**src/ttw_pkg.sv**
```systemverilog
package ttw_pkg;

    localparam int DEF_COLUMNS = 80;
    localparam int DEF_ROWS    = 25;

    localparam int PADDR_W = 3;
    localparam int PDATA_W = 32;

    localparam logic REG_TEXT_COLOR = 1'b0;

    localparam logic [7:0]  TEXT_COLOR_RESET = 8'h07;
    localparam logic [7:0]  SPACE_CODE       = 8'h20;
    localparam logic [7:0]  NEWLINE_CODE     = 8'h0A;
    localparam logic [15:0] CLEAR_WORD       = 16'h0720;

    localparam logic [2:0] OP_PUT_CHAR   = 3'd0;
    localparam logic [2:0] OP_READ_CELL  = 3'd1;
    localparam logic [2:0] OP_SET_ROW    = 3'd2;
    localparam logic [2:0] OP_SET_COL    = 3'd3;
    localparam logic [2:0] OP_SET_CURSOR = 3'd4;

    typedef struct packed {
        logic busy;
        logic we;
    } t_sweep_stat;

endpackage

```
**src/ttw_cfg.sv**
```systemverilog
module ttw_cfg (
    input  logic                        i_clk,
    input  logic                        i_rst_n,
    input  logic                        psel,
    input  logic                        penable,
    input  logic                        pwrite,
    input  logic [ttw_pkg::PADDR_W-1:0] paddr,
    input  logic [ttw_pkg::PDATA_W-1:0] pwdata,
    output logic [ttw_pkg::PDATA_W-1:0] prdata,
    output logic                        pready,
    output logic [7:0]                  o_text_color
);

    logic [7:0] r_text_color;
    logic       w_hit;

    assign w_hit = (paddr[ttw_pkg::PADDR_W-1] == ttw_pkg::REG_TEXT_COLOR);

    always_ff @(posedge i_clk) begin
        if (!i_rst_n) begin
            r_text_color <= ttw_pkg::TEXT_COLOR_RESET;
        end else if (psel && penable && pwrite && w_hit) begin
            r_text_color <= pwdata[7:0];
        end
    end

    assign prdata       = w_hit ? {(ttw_pkg::PDATA_W - 8)'(0), r_text_color} : '0;
    assign pready       = 1'b1;
    assign o_text_color = r_text_color;

endmodule

```
**config.mk**
```make
export PLATFORM = sky130hd
export DESIGN_NAME = ttw_cfg
export DESIGN_NICKNAME = d
export VERILOG_FILES = /design/src/ttw_pkg.sv /design/src/ttw_cfg.sv
export SDC_FILE = /design/constraint.sdc
export NUM_CORES = 1
export LEC_CHECK = 0
export ABC_AREA = 1
export BUFFER_PORTS_ARGS = -buffer_cell sky130_fd_sc_hd__buf_2
export CAP_MARGIN = 20
export CORE_MARGIN = 5
export CORE_UTILIZATION = 31
export CTS_CLUSTER_DIAMETER = 50
export CTS_CLUSTER_SIZE = 10
export DETAILED_ROUTE_END_ITERATION = 12
export MAX_ROUTING_LAYER = met4
export PLACE_DENSITY = 0.84
export SETUP_SLACK_MARGIN = 0.02
export SYNTH_ARGS = -nofsm -noshare
export SYNTH_HDL_FRONTEND = slang
export SYNTH_SLANG_ARGS = --single-unit
```
**constraint.sdc**
```tcl
create_clock -name i_clk -period 0.95 [get_ports i_clk]
set_input_delay 0.19 -clock i_clk [delete_from_list [all_inputs] [get_ports i_clk]]
set_output_delay 0.19 -clock i_clk [all_outputs]
set_load 0.01 [all_outputs]
```
==> summary.md <==
| Metric | Value |
|---|---|
| Num CTS Buffers | 3 |
| Synthesized area per cell | 6.81 µm² |
| Worst skew pair latency | 0.25 ns |
| Final hold violations | 0 |
| GPL Wtd Cong | 0.710 |
| FP Rows | 16 |
| DP Wirelength | 1150 µm |
| Vert. Die Dim | 55.7 µm |
| Crit share post-route | 108% |
| Post-synth top area cell | buf_4 |
| Vias per std cell | 3.61 |
| Status | finished, violations left |
| Post-Syn Area | 647 µm² |
| RSZ-0062 raised after global routing | true |
| RR Endpoint | o_text_color[4] |
| Gr ovfl total | 0 |
| Clk sinks | 8 |
| Post-layout min period | 1.03 ns |
| Clk buf depth | 2 |
| FF-to-FF Start | o_text_color[4] |
| H-tree depth | 1 |
| Top-area cell type share of the netlist area | 29.0% |
| Static Leak | 0.514 nW |
| Max reg flops | 8 |
| Area growth syn-to-layout | 29.0% |
| Root Buffer Master | clkbuf_4 |
| Post-route ant nets | 0 |
| Vias in the first global route | 506 |
| Hold Crit Start | pwdata[1] |
| F_max | 974 MHz |
| Register area share after synthesis | 24.8% |
| Largest net degree at the start of global routing | 11 |
| Hold endpoint | o_text_color[1] |
| Final Util | 42.1% |
| Top Ports | 81 |
| Wirelength, routed | 1410 µm |
| Area contributors post-synth | buf_4 29%, dfxtp_1 25%, inv_1 8.7%, nor2_1 7.5%, nand2_1 7.0% |
| Initial antenna violation count | 0 |
| Die Area | 3100 µm² |
| Total number of vias | 567 |
| CP max FO | 3 |
| GR Util All Layers | 8.89% |
| Final Skew | 0 ns |
| DRC viols | 0 |
| ANT cells | 0 |
| Chip Width | 55.7 µm |
| Layout cells sized above 1 | 50.0% |
| Endpoint class of the critical path | primary output |
| Fin. max-slew vios | 0 |
| Most frequent cells in the layout | 25 x conb_1, 24 x buf_2, 12 x nor2_1, 12 x nand2_1 |
| WS Path Type | flop to primary output |
| Nets@finish | 172 |
| Max Cap Viol | 0 |
| Hold path cells | 3 |
| Yosys reg bits | 8 |
| PortBufs | 29 |
| Reg2Reg Depth | 4 |
| Critical path arrival | 0.84 ns |
| Drt first-iter violations | 6 |
| Synth cell types | 15 |
| Starting Density | 32.6% |
| Drt pass-1 iters | 4 |
| WP data required | 0.76 ns |
| Synth warn | 0 |
| Commonest non-fill, non-tap cell in the layout | conb_1 |
| CTS tree | built |
| Final setup vio count | 10 |
| Fin Setup TNS | -0.602 ns |
| R2r setup slk | 0.15 ns |
| Hold crit path type | input pin to flop |
| CP Launch Type | flop |
| Synthesized instance count | 95 |
| Hold bufs inserted after CTS | 0 |
| PwrDens | 1000 nW/µm² |
| Pre-CTS setup slack | 0.0193 ns |
| Peak VDD IR | 0.511 mV |
| Clock Pin Slew Worst Setup and Hold Paths | 0.05 ns |
| First-pass GRT wire length | 2160 µm |
| WL per Instance | 8.95 µm |
| Worst Slack Setup Final | -0.0771 ns |
| Failing checks | negative setup slack |
| Core area | 1980 µm² |
[worst max path at each step]
stage                         start              end  slack [ns]  cells past startpoint
floorplan           o_text_color[3]        prdata[3]        0.16                      2
CTS                 o_text_color[4]        prdata[4]       -0.08                      3
detailed placement         paddr[2]  o_text_color[0]        0.02                      6
global route        o_text_color[7]        prdata[7]       -0.14                      3
global placement           paddr[2]  o_text_color[0]        0.03                      6
finish              o_text_color[1]        prdata[1]       -0.08                      3
[through the flow]
stage / hold slack (ns) / instance area [µm²] / cells / total power, W
after global placement: 0.405 / 708 / 147 / 0.000550
after floorplan: 0.316 / 733 / 118 / 0.000571
final: 0.155 / 835 / 157 / 0.000836
after global routing: 0.157 / 835 / 157 / 0.000888
after detailed placement: 0.410 / 708 / 147 / 0.000553
after CTS: 0.155 / 778 / 155 / 0.000829
[Yosys cell counts]
cell and number:
nand2_2 1, clkbuf_2 1, buf_6 1, nand2_4 1, inv_1 15, dfxtp_1 8
nor2_8 1, nand3_1 8, clkinv_2 1, nand2_1 12, nor2_2 5, nor2_4 1
buf_4 25, nor2_1 13, conb_1 2
[repair_timing]
| item | in CTS | in global routing |
|---|---|---|
| setup buffers | 5 | 2 |
| gates resized for setup | 9 | 14 |
| setup endpoints to repair | 16 | 14 |
| pin swaps | 0 | 1 |
[critical path, stage by stage, from the launching register on]
cell     delay (ns)
dfxtp_2        0.35
inv_2          0.04
nor2_2         0.08
buf_2          0.13
[metal layers]
metal / vias to the layer above / GRT usage, % / share of wire, % / routed length (µm)
met5: - / - / 0 / 0
met4: 0 / 2.08 / 0 / 0
met3: 0 / 4.18 / 11 / 151
met2: 29 / 16.4 / 54 / 761
met1: 241 / 8.26 / 35 / 492
li1: 297 / - / - / -
[power breakdown]
part           internal [W]  switching, W
registers          0.000351     0.0000116
logic             0.0000832      0.000134
clock network      0.000144      0.000112
[logic make-up (layout without fill, tap and decap cells)]
logic type | after synthesis | count (layout) | share of synthesized area [%]
buffers and inverters | 43 | 55 | 41.0
flip-flops | 8 | 8 | 24.8
other | 2 | 25 | 1.16
AND/OR/NAND/NOR | 42 | 42 | 33.1
[layout make-up]
class	count	area [µm²]
well taps	27	33.8
multi-input cells	67	310
inverters	16	61.3
flip-flops and latches	8	170
clock buffers	3	22.5
fillers	224	1150
repair buffers	36	236
Power figures use the tool's default switching activity.
