### src/ttw_pkg.sv
package ttw_pkg;

    localparam int DEF_COLUMNS = 80;
    localparam int DEF_ROWS    = 25;

    localparam int PADDR_W = 3;
    localparam int PDATA_W = 32;

    localparam logic REG_TEXT_COLOR = 1'b0;

    localparam logic [7:0]  TEXT_COLOR_RESET = 8'h07;
    localparam logic [7:0]  SPACE_CODE       = 8'h20;
    localparam logic [7:0]  NEWLINE_CODE     = 8'h0A;
    localparam logic [15:0] CLEAR_WORD       = 16'h0720;

    localparam logic [2:0] OP_PUT_CHAR   = 3'd0;
    localparam logic [2:0] OP_READ_CELL  = 3'd1;
    localparam logic [2:0] OP_SET_ROW    = 3'd2;
    localparam logic [2:0] OP_SET_COL    = 3'd3;
    localparam logic [2:0] OP_SET_CURSOR = 3'd4;

    typedef struct packed {
        logic busy;
        logic we;
    } t_sweep_stat;

endpackage

### src/ttw_sweep.sv
module ttw_sweep #(
    parameter int COLUMNS = ttw_pkg::DEF_COLUMNS,
    parameter int CELLS   = ttw_pkg::DEF_COLUMNS * ttw_pkg::DEF_ROWS
) (
    input  logic                     i_clk,
    input  logic                     i_rst_n,
    input  logic                     i_scroll_start,
    input  logic [15:0]              i_fill_word,
    input  logic [15:0]              i_rdata,
    output ttw_pkg::t_sweep_stat     o_stat,
    output logic [$clog2(CELLS)-1:0] o_waddr,
    output logic [15:0]              o_wdata,
    output logic [$clog2(CELLS)-1:0] o_raddr
);

    localparam int AW = $clog2(CELLS);

    typedef enum logic [2:0] {
        SW_CLEAR  = 3'b001,
        SW_IDLE   = 3'b010,
        SW_SCROLL = 3'b100
    } t_sweep_state;

    t_sweep_state r_state, n_state;
    logic [AW:0]  r_k, n_k;
    logic [AW:0]  w_src;

    assign w_src = r_k + (AW+1)'(COLUMNS);

    always_comb begin
        n_state     = r_state;
        n_k         = r_k;
        o_stat.busy = 1'b1;
        o_stat.we   = 1'b0;
        o_waddr     = AW'(r_k);
        o_wdata     = ttw_pkg::CLEAR_WORD;
        o_raddr     = '0;
        unique case (r_state)
            SW_CLEAR: begin
                o_stat.we = 1'b1;
                if (r_k == (AW+1)'(CELLS - 1)) begin
                    n_state = SW_IDLE;
                    n_k     = '0;
                end else begin
                    n_k = r_k + (AW+1)'(1);
                end
            end
            SW_IDLE: begin
                o_stat.busy = 1'b0;
                if (i_scroll_start) begin
                    n_state = SW_SCROLL;
                    n_k     = '0;
                end
            end
            SW_SCROLL: begin
                if (w_src < (AW+1)'(CELLS)) begin
                    o_raddr = AW'(w_src);
                end
                o_stat.we = (r_k != '0);
                o_waddr   = AW'(r_k - (AW+1)'(1));
                o_wdata   = (r_k <= (AW+1)'(CELLS - COLUMNS)) ? i_rdata : i_fill_word;
                if (r_k == (AW+1)'(CELLS)) begin
                    n_state = SW_IDLE;
                    n_k     = '0;
                end else begin
                    n_k = r_k + (AW+1)'(1);
                end
            end
            default: begin
                n_state = SW_IDLE;
            end
        endcase
    end

    always_ff @(posedge i_clk) begin
        if (!i_rst_n) begin
            r_state <= SW_CLEAR;
            r_k     <= '0;
        end else begin
            r_state <= n_state;
            r_k     <= n_k;
        end
    end

endmodule

### config.mk
export PLATFORM = sky130hd
export DESIGN_NAME = ttw_sweep
export DESIGN_NICKNAME = d
export VERILOG_FILES = /design/src/ttw_pkg.sv /design/src/ttw_sweep.sv
export SDC_FILE = /design/constraint.sdc
export NUM_CORES = 1
export LEC_CHECK = 0
export ABC_AREA = 1
export BUFFER_PORTS_ARGS = -buffer_cell sky130_fd_sc_hd__buf_2
export CORE_MARGIN = 5
export CORE_UTILIZATION = 44
export CTS_BUF_LIST = sky130_fd_sc_hd__clkbuf_4 sky130_fd_sc_hd__clkbuf_8
export DETAILED_ROUTE_END_ITERATION = 16
export PLACE_DENSITY = 0.79
export SLEW_MARGIN = 25
export SYNTH_ARGS = -nofsm -noshare
export SYNTH_HDL_FRONTEND = slang
export SYNTH_SLANG_ARGS = --single-unit
### constraint.sdc
create_clock -name i_clk -period 1.6 [get_ports i_clk]
set_input_delay 0.32 -clock i_clk [delete_from_list [all_inputs] [get_ports i_clk]]
set_output_delay 0.32 -clock i_clk [all_outputs]
set_load 0.03 [all_outputs]
==> run_results.csv, run 1 <==
group,metric,value,unit
cts,cts_made_buffers,3,
yosys,avgSynthCellArea,5.60,µm²
yosys,synth_seq_area_share,18.0,%
yosys,ys_ff_latch,15,
yosys,synth_top_area_share,18.0,%
die,die_w,71.5,µm
placement,finalWeightedCongestion,0.932,
die,fp.dieH,71.5,µm
cts,post_cts_buffers,13,
yosys,yosysTopAreaCell,"dfxtp_1",
cts,cts_root_buf,"clkbuf_8",
yosys,ys.warnings.count,0,
placement,io_buffers,74,
placement,hpwl,4980,µm
cts,ctsResizeCount,177,
run_status,lastStage,"clock tree synthesis (4_1_cts)",
cts,cts_htree_levels,1,
cts,cts_max_path_buffers,2,
cts,cts_sinks,15,
yosys,syn_inst,297,
die,start_util,45.5,%
run_status,stop_error,"[ERROR DPL-0033] detailed placement checks failed during check placement.",
yosys,syn_nets,338,
placement,post-place-cells,471,
die,pin_count,75,
die,row_count,22,
yosys,synth_cell_type_count,28,
yosys,synthTopCellsByArea,"dfxtp_1 (18%), nand2_1 (16%), nor2_1 (13%), inv_1 (8.1%), nand3_1 (8.1%)",
cts,holdBufCountCts,0,
yosys,synth_area,0.00166,mm²
placement,dp_slack,-0.333,ns
run_status,status,"stopped before the end",
## cell usage after synthesis
cell type,count
nor2_2,8
inv_6,1
a21oi_1,6
nand3_1,27
nor2_1,59
buf_4,2
nor4_1,1
o21ai_1,6
nand4_1,7
buf_2,6
clkinv_2,1
buf_8,1
o21ai_0,14
a21boi_0,1
nand2_1,71
nand2_4,2
nor3_1,4
ha_1,6
o2111ai_1,1
clkbuf_1,1
buf_6,1
xor2_1,9
inv_1,36
nand3_2,3
inv_2,3
nand2_2,4
dfxtp_1,15
a211oi_1,1
## cell families after synthesis
| logic type | share of synthesized area (%) |
|---|---|
| buf+inv | 14.1 |
| flops | 18.0 |
| fa+ha+maj | 4.51 |
| compound gates | 9.25 |
| simple gates | 49.3 |
| xor+xnor | 4.74 |
## per-stage QoR
| step | TNS, ns | area (µm²) |
|---|---|---|
| floorplan | -3.34 | 2000 |
| global placement | -7.86 | 2830 |
| detailed placement | -9.31 | 2830 |
==> run 2: changes to the inputs <==
Settings changed: CORE_UTILIZATION 44 to 40, CTS_BUF_LIST sky130_fd_sc_hd__clkbuf_4 sky130_fd_sc_hd__clkbuf_8 to not set, PLACE_DENSITY 0.79 to not set, PLACE_DENSITY_LB_ADDON set to 0.15.
Clock period 1.6 ns to 2.08 ns, I/O delays scaled along.
==> run 2 against run 1 <==
The flow now finishes, with violations (negative setup slack). Synthesized cell count unchanged. Synthesized area is the same.
==> run_results.csv, run 2 <==
group,metric,value,unit
setup_path,crit_top_cell,"nand2_2",
drt,first_pass_iters,4,
drt,drc,0,
setup_path,critPathCaptureType,"output port",
die,start_util,41.3,%
drt,postRouteAntennaNets,0,
final_layout,finalNetCount,434,
timing,worstMarginPinSlew,0.249,ns
drt,routed_wl,6300,µm
cts,cts_tree,"done",
yosys,avgSynthCellArea,5.60,µm²
setup_path,crit_fanout,5,
cts,cts_max_path_buffers,2,
setup_path,cp_data_required_time,1.66,ns
final_layout,final_common_cell,"nand2_1",
die,die_w,74.5,µm
setup_path,path_class,"register to output port",
die,coreArea,0.00403,mm²
grt,grt_pass1_wl,9690,µm
setup_path,setup.worst_path.start_class,"register",
yosys,yosysTopAreaCell,"dfxtp_1",
timing,rsz0062_at_grt,"yes",
grt,grt_max_degree,19,
grt,overflow,0,
power_and_ir_drop,p_seq_share,35.3,%
final_layout,drive_above_1_share,49.2,%
timing,post-route-period-util,103,%
yosys,synth_top_area_share,18.0,%
placement,hpwl,4300,µm
grt,grtUsageTotal,22.1,%
power_and_ir_drop,combinationalPowerShare,37.7,%
yosys,yosys-top-cells-count,"nand2_1 (71), nor2_1 (59), inv_1 (36), nand3_1 (27), dfxtp_1 (15)",
yosys,ys_ff_latch,15,
power_and_ir_drop,peakVddDrop,0.000352,V
final_layout,largest_register_ffs,12,
final_layout,final_cells,442,
yosys,synth_edf_count,0,
die,row_count,23,
timing,finalCriticalPeriod,2.15,ns
timing,fin_ws,-0.0678,ns
cts,insertion_delay,0.25,ns
cts,cts_root_buf,"clkbuf_8",
setup_path,path_cells,"ha_4 -> nor2_4 -> inv_4 -> nand2_2 -> nand2_1 -> nand2_2 -> nor2_2 -> nand2_2 -> nand2_4 -> nor2_2 -> buf_6",
power_and_ir_drop,power_leakage,1.33,nW
placement,finalWeightedCongestion,0.919,
grt,antenna_found_initial,0,
power_and_ir_drop,clkPwrFrac,27.1,%
hold_path,hold_path_class,"input port to register",
timing,hold_viol_final,0,
yosys,synthTopCellsByArea,"dfxtp_1 (18%), nand2_1 (16%), nor2_1 (13%), inv_1 (8.1%), nand3_1 (8.1%)",
placement,post-place-cells,428,
yosys,synth_area,0.00166,mm²
yosys,synth_cell_type_count,28,
yosys,syn_nets,338,
run,max-cap-violations,0,
setup_path,cpMaxStageDelayCell,"dfxtp_4",
cts,cts_made_buffers,3,
timing,relSlewSlack,83.3,%
yosys,async_flop_share,0,%
grt,grt_pass1_vias,2140,
yosys,ys.warnings.count,0,
cts,clk_pin_slew_worst_paths,0.06,ns
setup_path,r2r_slack,0.37,ns
run_status,violations,"negative setup slack",
run_status,status,"finished, violations left",
setup_path,max_stage_delay,0.38,ns
power_and_ir_drop,p_sw_share,35.7,%
yosys,synth_seq_area_share,18.0,%
final_layout,area_growth,66.6,%
timing,worst_clock_skew,0.00471,ns
yosys,synth_flop_cell,"dfxtp_1",
timing,fmax,466,MHz
drt,via_per_inst,5.12,
yosys,syn_inst,297,
final_layout,fillers,336,
final_layout,diodes,0,
final_layout,top_register,"r_k",
yosys,yosysMostFrequentCell,"nand2_1",
timing,hold_slack,0.412,ns
power_and_ir_drop,p_sw,0.313,mW
final_layout,top_regs,"r_k (12), r_state (3)",
drt,vias,2263,
die,die_area,0.00555,mm²
power_and_ir_drop,cell_internal_pwr,0.563,mW
cts,cts_htree_levels,1,
setup_path,cp.arrival,1.73,ns
drt,wl_per_cell,14.2,µm
placement,io_buffers,74,
drt,drt-initial-drc-count,110,
cts,cts_sinks,15,
timing,setup-violations-final,23,
timing,drv_slew,0,
die,pin_count,75,
final_layout,final_cell_mix,"nand2_1 (64), buf_2 (42), buf_4 (38)",
die,fp.dieH,74.5,µm
power_and_ir_drop,power.density,316,mW/mm²
-- run 2: cell counts after synthesis --
No cell type changed its count.
-- run 2: final timing paths --
check	cells after the start	end	start
worst max-delay path	11	o_raddr[2]	r_k[4]
worst min-delay path	2	r_state[0]	i_rst_n
worst max register to register	9	r_k[3]	r_k[0]
worst min register to register	2	r_k[2]	r_k[2]
-- run 2: metal layers --
metal | wire length, µm | share of wire [%] | track usage [%] | vias to the layer above
li1 | - | - | - | 1123
met1 | 2370 | 38 | 25.4 | 1012
met2 | 3120 | 50 | 40.8 | 112
met3 | 624 | 9.9 | 3.65 | 16
met4 | 175 | 2.8 | 8.10 | 0
met5 | 0 | 0 | 0 | -
-- run 2: cell type report --
cell class | count | area (µm²) | share of cell area, %
multi-input combinational | 233 | 1460 | 52.6
timing repair buffer | 98 | 698 | 25.2
clock buffer | 4 | 45.0 | 1.62
sequential | 15 | 322 | 11.6
timing repair inverter | 1 | 11.3 | 0.406
tap | 50 | 62.6 | 2.26
inverter | 41 | 175 | 6.32
-- run 2: cells by family after synthesis --
group | after synthesis | share of synthesized area [%]
flops | 15 | 18.0
buf+inv | 52 | 14.1
compound gates | 29 | 9.25
fa+ha+maj | 6 | 4.51
simple gates | 186 | 49.3
xor+xnor | 9 | 4.74
-- run 2: critical path, delay by kind of cell, from the launching register on --
family        cells  cell delay [ns]
fa+ha+maj         1             0.17
simple gates      8             0.71
buf+inv           2             0.21
flops             1             0.38
-- run 2: power groups by stage --
stage / clock [mW] / sequential [mW] / combinational (mW)
floorplan: 0 / 0.323 / 0.160
global route: 0.257 / 0.311 / 0.361
CTS: 0.244 / 0.312 / 0.310
finish: 0.237 / 0.309 / 0.330
global placement: 0 / 0.318 / 0.268
detailed placement: 0 / 0.320 / 0.271
-- run 2: per-stage QoR --
stage          setup WS (ns)  TNS (ns)  power, mW  utilization, %  instance area [µm²]
2_1_floorplan         0.0494         0      0.483               -                 1680
3_3_place_gp          0.0567         0      0.586            53.9                 2170
3_5_place_dp          0.0355         0      0.591            53.9                 2170
4_1_cts              -0.0634     -1.21      0.865            64.8                 2610
5_1_grt               -0.172     -2.92      0.929            68.8                 2770
6_report             -0.0678    -0.493      0.876            68.8                 2770
-- run 2: repair_timing --
action | in CTS | in global routing
resized for setup | 101 | 53
endpoints found under the setup margin | 30 | 34
gates cloned | 4 | 0
hold buffers | 0 | 0
pin swaps | 13 | 15
buffers inserted | 6 | 0
Note: power is estimated with default switching activity, not from simulation.
